## src/rtl/core/ecal_pkg.sv

```systemverilog
// Shared widths, constants, types and calendar helpers for the epoch to calendar converter.
package ecal_pkg;

    localparam int SecsW  = 32;
    localparam int YearW  = 12;
    localparam int MonthW = 4;
    localparam int DayW   = 5;
    localparam int HourW  = 5;
    localparam int MinW   = 6;
    localparam int SecW   = 6;
    localparam int DaysW  = 16;
    localparam int YqW    = 8;
    localparam int TodW   = 17;
    localparam int DoyW   = 9;

    localparam logic [25:0] DayRecip    = 26'd50903317;
    localparam logic [16:0] YearRecip   = 17'd91930;
    localparam logic [13:0] HourRecip   = 14'd9321;
    localparam logic [10:0] MinRecip    = 11'd1093;
    localparam logic [16:0] SecsPerDay  = 17'd86400;
    localparam logic [11:0] SecsPerHour = 12'd3600;
    localparam logic [5:0]  SecsPerMin  = 6'd60;
    localparam logic [8:0]  DaysPerYear = 9'd365;
    localparam logic [11:0] BaseYear    = 12'd1970;
    localparam logic [7:0]  CenturyOff  = 8'd130;
    localparam logic [7:0]  CenturyPast = 8'd131;

    typedef struct packed {
        logic [DaysW-1:0] days;
        logic [YqW-1:0]   yq;
        logic [TodW-1:0]  tod;
    } t_day_info;

    function automatic logic is_leap_off(input logic [YqW-1:0] k);
        return (k[1:0] == 2'd2) && (k != CenturyOff);
    endfunction

    function automatic logic [DoyW-1:0] month_start(input logic [MonthW-1:0] m,
                                                    input logic leap);
        logic [DoyW-1:0] base;
        case (m)
            4'd0:    base = 9'd0;
            4'd1:    base = 9'd31;
            4'd2:    base = 9'd59;
            4'd3:    base = 9'd90;
            4'd4:    base = 9'd120;
            4'd5:    base = 9'd151;
            4'd6:    base = 9'd181;
            4'd7:    base = 9'd212;
            4'd8:    base = 9'd243;
            4'd9:    base = 9'd273;
            4'd10:   base = 9'd304;
            default: base = 9'd334;
        endcase
        return base + ((leap && (m >= 4'd2)) ? 9'd1 : 9'd0);
    endfunction

endpackage

```

## src/rtl/core/ecal_split.sv

```systemverilog
// Three-stage split of epoch seconds into whole days, time of day and year estimate.
module ecal_split (
    input  logic                    i_clk,
    input  logic                    i_rst_n,
    input  logic                    i_valid,
    input  logic [31:0]             i_secs,
    output logic                    o_valid,
    output ecal_pkg::t_day_info     o_info
);
    import ecal_pkg::*;

    logic [2:0]        r_vld;
    logic [50:0]       r1_prod;
    logic [SecsW-1:0]  r1_secs;
    logic [DaysW-1:0]  r2_days;
    logic [SecsW-1:0]  r2_secs;
    logic [SecsW-1:0]  r2_dmul;
    logic [32:0]       r2_yprod;
    t_day_info         r_info;

    logic [50:0]       n1_prod;
    logic [DaysW-1:0]  n2_days;
    logic [SecsW-1:0]  n2_dmul;
    logic [32:0]       n2_yprod;
    t_day_info         n_info;

    assign n1_prod  = 51'(i_secs[31:7]) * 51'(DayRecip);
    assign n2_days  = r1_prod[50:35];
    assign n2_dmul  = 32'(n2_days) * 32'(SecsPerDay);
    assign n2_yprod = 33'(n2_days) * 33'(YearRecip);

    always_comb begin
        n_info.days = r2_days;
        n_info.yq   = r2_yprod[32:25];
        n_info.tod  = TodW'(r2_secs - r2_dmul);
    end

    always_ff @(posedge i_clk) begin
        if (!i_rst_n) begin
            r_vld <= '0;
        end else begin
            r_vld <= {r_vld[1:0], i_valid};
        end
    end

    always_ff @(posedge i_clk) begin
        r1_prod  <= n1_prod;
        r1_secs  <= i_secs;
        r2_days  <= n2_days;
        r2_secs  <= r1_secs;
        r2_dmul  <= n2_dmul;
        r2_yprod <= n2_yprod;
        r_info   <= n_info;
    end

    assign o_valid = r_vld[2];
    assign o_info  = r_info;

endmodule

```

## src/rtl/core/ecal_date.sv

```systemverilog
// Five-stage year correction and month/day split of the whole day count.
module ecal_date (
    input  logic                    i_clk,
    input  logic                    i_rst_n,
    input  logic                    i_valid,
    input  ecal_pkg::t_day_info     i_info,
    output logic                    o_valid,
    output logic [11:0]             o_year,
    output logic [3:0]              o_month,
    output logic [4:0]              o_day
);
    import ecal_pkg::*;

    logic [4:0]          r_vld;
    logic [DaysW-1:0]    r_a_days;
    logic [YqW-1:0]      r_a_yq;
    logic [16:0]         r_a_qmul;
    logic [5:0]          r_a_leaps;
    logic signed [17:0]  r_b_rem;
    logic [YqW-1:0]      r_b_yq;
    logic [YqW-1:0]      r_c_yoff;
    logic [DoyW-1:0]     r_c_doy;
    logic                r_c_leap;
    logic [YqW-1:0]      r_d_yoff;
    logic [DoyW-1:0]     r_d_doy;
    logic [DoyW-1:0]     r_d_start;
    logic [MonthW-1:0]   r_d_month;
    logic [YearW-1:0]    r_year;
    logic [MonthW-1:0]   r_month;
    logic [DayW-1:0]     r_day;

    logic [16:0]         n_a_qmul;
    logic [5:0]          n_a_leaps;
    logic signed [17:0]  n_b_rem;
    logic [YqW-1:0]      n_c_yoff;
    logic [DoyW-1:0]     n_c_doy;
    logic                n_c_leap;
    logic [MonthW-1:0]   n_d_month;
    logic [DoyW-1:0]     n_d_start;

    assign n_a_qmul  = 17'(i_info.yq) * 17'(DaysPerYear);
    assign n_a_leaps = 6'((9'(i_info.yq) + 9'd1) >> 2)
                     - ((i_info.yq >= CenturyPast) ? 6'd1 : 6'd0);

    assign n_b_rem = $signed({2'b00, r_a_days}) - $signed({1'b0, r_a_qmul})
                   - $signed({12'b0, r_a_leaps});

    always_comb begin
        if (r_b_rem[17]) begin
            n_c_yoff = r_b_yq - 8'd1;
            n_c_leap = is_leap_off(n_c_yoff);
            n_c_doy  = r_b_rem[8:0] + DaysPerYear + (n_c_leap ? 9'd1 : 9'd0);
        end else begin
            n_c_yoff = r_b_yq;
            n_c_leap = is_leap_off(r_b_yq);
            n_c_doy  = r_b_rem[8:0];
        end
    end

    always_comb begin
        n_d_month = '0;
        for (int m = 1; m < 12; m++) begin
            if (r_c_doy >= month_start(MonthW'(m), r_c_leap)) begin
                n_d_month = n_d_month + 4'd1;
            end
        end
        n_d_start = month_start(n_d_month, r_c_leap);
    end

    always_ff @(posedge i_clk) begin
        if (!i_rst_n) begin
            r_vld <= '0;
        end else begin
            r_vld <= {r_vld[3:0], i_valid};
        end
    end

    always_ff @(posedge i_clk) begin
        r_a_days  <= i_info.days;
        r_a_yq    <= i_info.yq;
        r_a_qmul  <= n_a_qmul;
        r_a_leaps <= n_a_leaps;
        r_b_rem   <= n_b_rem;
        r_b_yq    <= r_a_yq;
        r_c_yoff  <= n_c_yoff;
        r_c_doy   <= n_c_doy;
        r_c_leap  <= n_c_leap;
        r_d_yoff  <= r_c_yoff;
        r_d_doy   <= r_c_doy;
        r_d_start <= n_d_start;
        r_d_month <= n_d_month;
        r_year    <= BaseYear + YearW'(r_d_yoff);
        r_month   <= r_d_month + 4'd1;
        r_day     <= DayW'(r_d_doy - r_d_start + 9'd1);
    end

    assign o_valid = r_vld[4];
    assign o_year  = r_year;
    assign o_month = r_month;
    assign o_day   = r_day;

endmodule

```

## src/rtl/core/ecal_clock.sv

```systemverilog
// Five-stage split of the second of the day into hour, minute and second.
module ecal_clock (
    input  logic         i_clk,
    input  logic [16:0]  i_tod,
    output logic [4:0]   o_hour,
    output logic [5:0]   o_minute,
    output logic [5:0]   o_second
);
    import ecal_pkg::*;

    logic [26:0]        r_a_hprod;
    logic [TodW-1:0]    r_a_tod;
    logic [HourW-1:0]   r_b_hh;
    logic [11:0]        r_b_rest;
    logic [20:0]        r_c_mprod;
    logic [HourW-1:0]   r_c_hh;
    logic [11:0]        r_c_rest;
    logic [HourW-1:0]   r_d_hh;
    logic [MinW-1:0]    r_d_mm;
    logic [SecW-1:0]    r_d_ss;
    logic [HourW-1:0]   r_hour;
    logic [MinW-1:0]    r_minute;
    logic [SecW-1:0]    r_second;

    logic [26:0]        n_a_hprod;
    logic [HourW-1:0]   n_b_hh;
    logic [TodW-1:0]    n_b_rest;
    logic [20:0]        n_c_mprod;
    logic [MinW-1:0]    n_d_mm;
    logic [11:0]        n_d_ss;

    assign n_a_hprod = 27'(i_tod[16:4]) * 27'(HourRecip);
    assign n_b_hh    = r_a_hprod[25:21];
    assign n_b_rest  = r_a_tod - 17'(n_b_hh) * 17'(SecsPerHour);
    assign n_c_mprod = 21'(r_b_rest[11:2]) * 21'(MinRecip);
    assign n_d_mm    = r_c_mprod[19:14];
    assign n_d_ss    = r_c_rest - 12'(n_d_mm) * 12'(SecsPerMin);

    always_ff @(posedge i_clk) begin
        r_a_hprod <= n_a_hprod;
        r_a_tod   <= i_tod;
        r_b_hh    <= n_b_hh;
        r_b_rest  <= n_b_rest[11:0];
        r_c_mprod <= n_c_mprod;
        r_c_hh    <= r_b_hh;
        r_c_rest  <= r_b_rest;
        r_d_hh    <= r_c_hh;
        r_d_mm    <= n_d_mm;
        r_d_ss    <= n_d_ss[5:0];
        r_hour    <= r_d_hh;
        r_minute  <= r_d_mm;
        r_second  <= r_d_ss;
    end

    assign o_hour   = r_hour;
    assign o_minute = r_minute;
    assign o_second = r_second;

endmodule

```

## src/rtl/core/epoch_seconds_to_calendar_core.sv

```systemverilog
// Top level of the pipelined epoch seconds to Gregorian date and time converter.
//
// Request channel: drive i_epoch_seconds and raise i_start; the request is
// taken at the rising edge where i_start is high and o_busy is low. o_busy
// stays low, so a request may be issued in every cycle.
// Result channel: o_valid is high for exactly one cycle with o_year,
// o_month, o_day, o_hour, o_minute and o_second; the result is taken at the
// edge that ends that cycle. The receiver cannot stall the block.
// Throughput: one request per cycle, set by the eight-stage pipeline: three
// stages split seconds into days and time of day with constant-reciprocal
// multiplies, five stages correct the year and peel off the month while the
// time of day is split into hour, minute and second.
// Reset: synchronous, active low on i_rst_n; it clears the valid bits in
// flight, so requests in the pipeline at reset give no result.
module epoch_seconds_to_calendar_core (
    input  logic         i_clk,
    input  logic         i_rst_n,
    input  logic         i_start,
    output logic         o_busy,
    input  logic [31:0]  i_epoch_seconds,
    output logic         o_valid,
    output logic [11:0]  o_year,
    output logic [3:0]   o_month,
    output logic [4:0]   o_day,
    output logic [4:0]   o_hour,
    output logic [5:0]   o_minute,
    output logic [5:0]   o_second
);
    import ecal_pkg::*;

    logic       split_valid;
    t_day_info  split_info;

    assign o_busy = 1'b0;

    ecal_split u_split (
        .i_clk   (i_clk),
        .i_rst_n (i_rst_n),
        .i_valid (i_start && !o_busy),
        .i_secs  (i_epoch_seconds),
        .o_valid (split_valid),
        .o_info  (split_info)
    );

    ecal_date u_date (
        .i_clk   (i_clk),
        .i_rst_n (i_rst_n),
        .i_valid (split_valid),
        .i_info  (split_info),
        .o_valid (o_valid),
        .o_year  (o_year),
        .o_month (o_month),
        .o_day   (o_day)
    );

    ecal_clock u_clock (
        .i_clk    (i_clk),
        .i_tod    (split_info.tod),
        .o_hour   (o_hour),
        .o_minute (o_minute),
        .o_second (o_second)
    );

endmodule

```

## config.mk

```make
export PLATFORM = sky130hd
export DESIGN_NAME = epoch_seconds_to_calendar_core
export DESIGN_NICKNAME = d
export VERILOG_FILES = /design/src/rtl/core/ecal_pkg.sv /design/src/rtl/core/ecal_split.sv /design/src/rtl/core/ecal_date.sv /design/src/rtl/core/ecal_clock.sv /design/src/rtl/core/epoch_seconds_to_calendar_core.sv
export SDC_FILE = /design/constraint.sdc
export NUM_CORES = 2
export LEC_CHECK = 0
export BUFFER_PORTS_ARGS = -buffer_cell sky130_fd_sc_hd__buf_2
export CAP_MARGIN = 20
export CORE_UTILIZATION = 63
export CTS_CLUSTER_SIZE = 16
export DETAILED_ROUTE_END_ITERATION = 7
export MAX_ROUTING_LAYER = met4
export PLACE_DENSITY = 0.76
export SYNTH_ARGS = -nofsm -noshare
export SYNTH_HDL_FRONTEND = slang
export SYNTH_SLANG_ARGS = --single-unit
```

## constraint.sdc

```tcl
create_clock -name i_clk -period 14.41 [get_ports i_clk]
set_input_delay 0 -clock i_clk [delete_from_list [all_inputs] [get_ports i_clk]]
set_output_delay 0 -clock i_clk [all_outputs]
set_load 0.005 [all_outputs]
```

==> key figures <==
Outcome
  • Status: complete, no violations

Worst setup path
  • CP Buf/Inv Count: 4
  • Critical Path AT: 10.04 ns
  • Critical Path Fanout Max: 8
  • Critical Path Sink Type: flip-flop
  • Critical Path Most Common Cell: ha_1
  • CP startpoint kind: flip-flop
  • Critical path class: reg -> reg
  • Crit path required time: 14.82 ns
  • Largest delay share family, worst path: adder cells
  • Slowest cell delay on critical path: 0.57 ns
  • Slowest CP cell: or4_1

Detailed routing
  • Via count: 18630
  • DRT Wirelength: 56720 um
  • Vias per inst: 5.310
  • First DRT Iteration DRCs: 698
  • Routed WL per cell: 16.16 um
  • Detail Route Antenna Nets: 0
  • Detailed Routing Iterations Pass 1: 5
  • DRC violations left: 0

Hold path
  • Worst min path class: in -> reg

STA
  • Setup TNS: 0 ns
  • Tcrit/Tclk final: 66.85%
  • RSZ-0062 raised after global routing: false
  • Fmax: 103.8 MHz
  • Final slew viol count: 0
  • Final min period: 9.633 ns
  • Worst relative slew slack: 38.32%
  • Hold Violations, Final: 0
  • Clock Skew: 0.01973 ns
  • Least-Margin Pin Slew: 0.9174 ns
  • Setup violators final: 0

Finish
  • Layout cells sized above 1: 5.617%
  • Fillers: 3434
  • Final-stage net count: 3954
  • Antenna fix cells: 0
  • Layout area overhead: 8.495%

Clock network
  • Max Root-Sink Buffers: 3
  • # resized after CTS: 0
  • CTS tree: yes
  • Root Buffer Master: clkbuf_16
  • Latest clock arrival within the worst-skew pair: 0.56 ns
  • H-tree Lvls: 2
  • Clock transition at path regs: 0.06 ns
  • Clock sinks: 341
  • Num CTS Buffers: 36

Synthesis
  • Leading area contributor after synthesis: ha_1
  • Syn Area/Cell: 10.79 um2
  • Share of synthesized registers carrying an async set or reset: 0%
  • Synthesized area: 29740 um2
  • Most frequent cells after synthesis: ha_1, inv_1, fa_1
  • Cells after Synth: 2756
  • Synth top area cells: ha_1, fa_1, dfxtp_1, inv_1, xnor2_1
  • Seq cells post-synth: 341
  • Ys flop type: dfxtp_1
  • Synth cell types: 79
  • Yosys warns: 0
  • Yosys top cell area share: 29.37%
  • Sequential share of the synthesized area: 22.96%
  • Most frequent cell after synthesis: ha_1
  • Synthesized Nets: 3834
  • Number of flops mapped to enable cells by yosys: 0

Global route
  • Overall Global Routing Usage: 25.89%
  • Initial antenna violation count: 0
  • Largest net degree at the start of global routing: 20
  • Number of global-route vias before repair: 20300
  • First-pass GRT wire length: 96110 um
  • Gr ovfl total: 0

Floorplan
  • Row count: 79
  • Chip Height: 219.3 um
  • Io pins: 75
  • DIE AREA: 48080 um2
  • Die width: 219.3 um
  • Initial Util: 63.88%
  • Core ar.: 46560 um2

Placement
  • Detailed placement HPWL: 46860 um
  • PortBufs: 73
  • Gpl congestion: 0.9414

Flow run
  • Max cap viols: 0
## placed cells by master (no fill, tap or decap), types with 5 or more instances in the layout
cell type,instances
nand2_1,64
o21a_1,9
nor2_1,63
a21o_1,53
nor2b_1,22
mux2i_1,6
inv_1,640
clkbuf_16,36
dlygate4sd3_1,20
nand3_1,17
a21boi_0,9
nand2b_1,16
o21ai_0,57
ha_1,698
xnor2_1,97
nor3_1,13
and2_1,14
nand4_1,16
a31oi_1,10
or3_1,7
nand3b_1,6
inv_6,5
or2_2,7
fa_1,345
dfxtp_1,341
bufinv_16,5
o21bai_1,9
and3_1,10
buf_2,73
a21oi_1,76
xor2_1,49
o211ai_1,9
## logic make-up (layout without fill, tap and decap cells)
group,count (synthesis),after routing,share of synthesized area (%)
AOI/OAI and AO/OA,279,279,6.160
xor gates and xnor gates,150,150,4.586
adders and majority gates,1043,1043,52.59
buffers and inverters,652,798,8.272
DFF,341,341,22.96
muxes,9,9,0.3156
other,1,1,0.01261
and+or+nand+nor,281,281,5.108
## layer usage
layer  vias to the layer above  part of all wire (%)  GRT usage, %
met5                         -                     0             -
met4                         0                   2.9         8.519
met3                       111                   4.0         3.825
met2                       370                    50         44.87
met1                      9047                    43         30.75
li1                       9106                     -             -
## worst register-to-register path: cells and delay by family (launching register included)
kind | cells | cell delay (ns)
AOI/OAI and AO/OA | 11 | 2.14
adders and majority gates | 12 | 3.42
buffers and inverters | 4 | 0.50
DFF | 1 | 0.38
muxes | 3 | 0.88
and+or+nand+nor | 11 | 2.17
## area by class of cell
cell class	count	area [um2]	share of cell area (%)
Clock buffer	41	939.7	2.912
Tap cell	607	759.5	2.354
Timing Repair Buffer	94	573.1	1.776
Multi-Input combinational cell	1763	20450	63.39
Inverter	640	2402	7.446
Clock inverter	23	311.5	0.9656
Sequential cell	341	6827	21.16
## timing repair
item | CTS | global route
setup endpoints to repair | 0 | 0
hold buffers | 20 | 0
endpoints found under the hold margin | 25 | 0
buffers inserted | 0 | 0
## state kept, by name (all words and copies together), names as in the netlist, 9 cells and up
signal	count
u_split.o_info	41
u_split.r1_prod	18
u_split.r2_secs	17
u_date.r_a_days	16
u_split.r2_days	16
u_date.r_a_qmul	15
u_split.r1_secs	15
u_clock.r_b_rest	12
u_date.o_year	12
u_date.r_b_rem	10
u_clock.r_a_tod	9
u_date.r_c_doy	9
u_split.r2_dmul	9
## final timing paths
check	start	endpoint	slack, ns	depth (start not counted)
setup reg to reg	u_date.r_c_leap$_DFF_P_	u_date.r_d_start[4]$_DFF_P_	4.78	41
hold / removal	i_epoch_seconds[2]	u_split.r1_secs[2]$_DFF_P_	0.1	2
hold reg to reg	u_clock.r_b_hh[2]$_DFF_P_	u_clock.r_c_hh[2]$_DFF_P_	0.32	0
setup / recovery	u_date.r_c_leap$_DFF_P_	u_date.r_d_start[4]$_DFF_P_	4.78	41
## stage by stage
step / hold WS (ns) / cell area, um2 / worst slack, ns / utilization [%] / std cells
floorplan: 0.02772 / 29740 / 6.235 / - / 2756
global placement: 0.1019 / 30810 / 5.565 / 66.19 / 3425
detailed placement: 0.1066 / 30810 / 4.986 / 66.19 / 3425
CTS: 0.05581 / 32260 / 4.844 / 69.30 / 3509
global route: 0.08550 / 32260 / 4.203 / 69.30 / 3509
finish: 0.09783 / 32260 / 4.777 / 69.30 / 3509
Power is left out: the tool's default activity adds up to more than one toggle a clock period on the data nets, which glitch-free logic cannot reach.
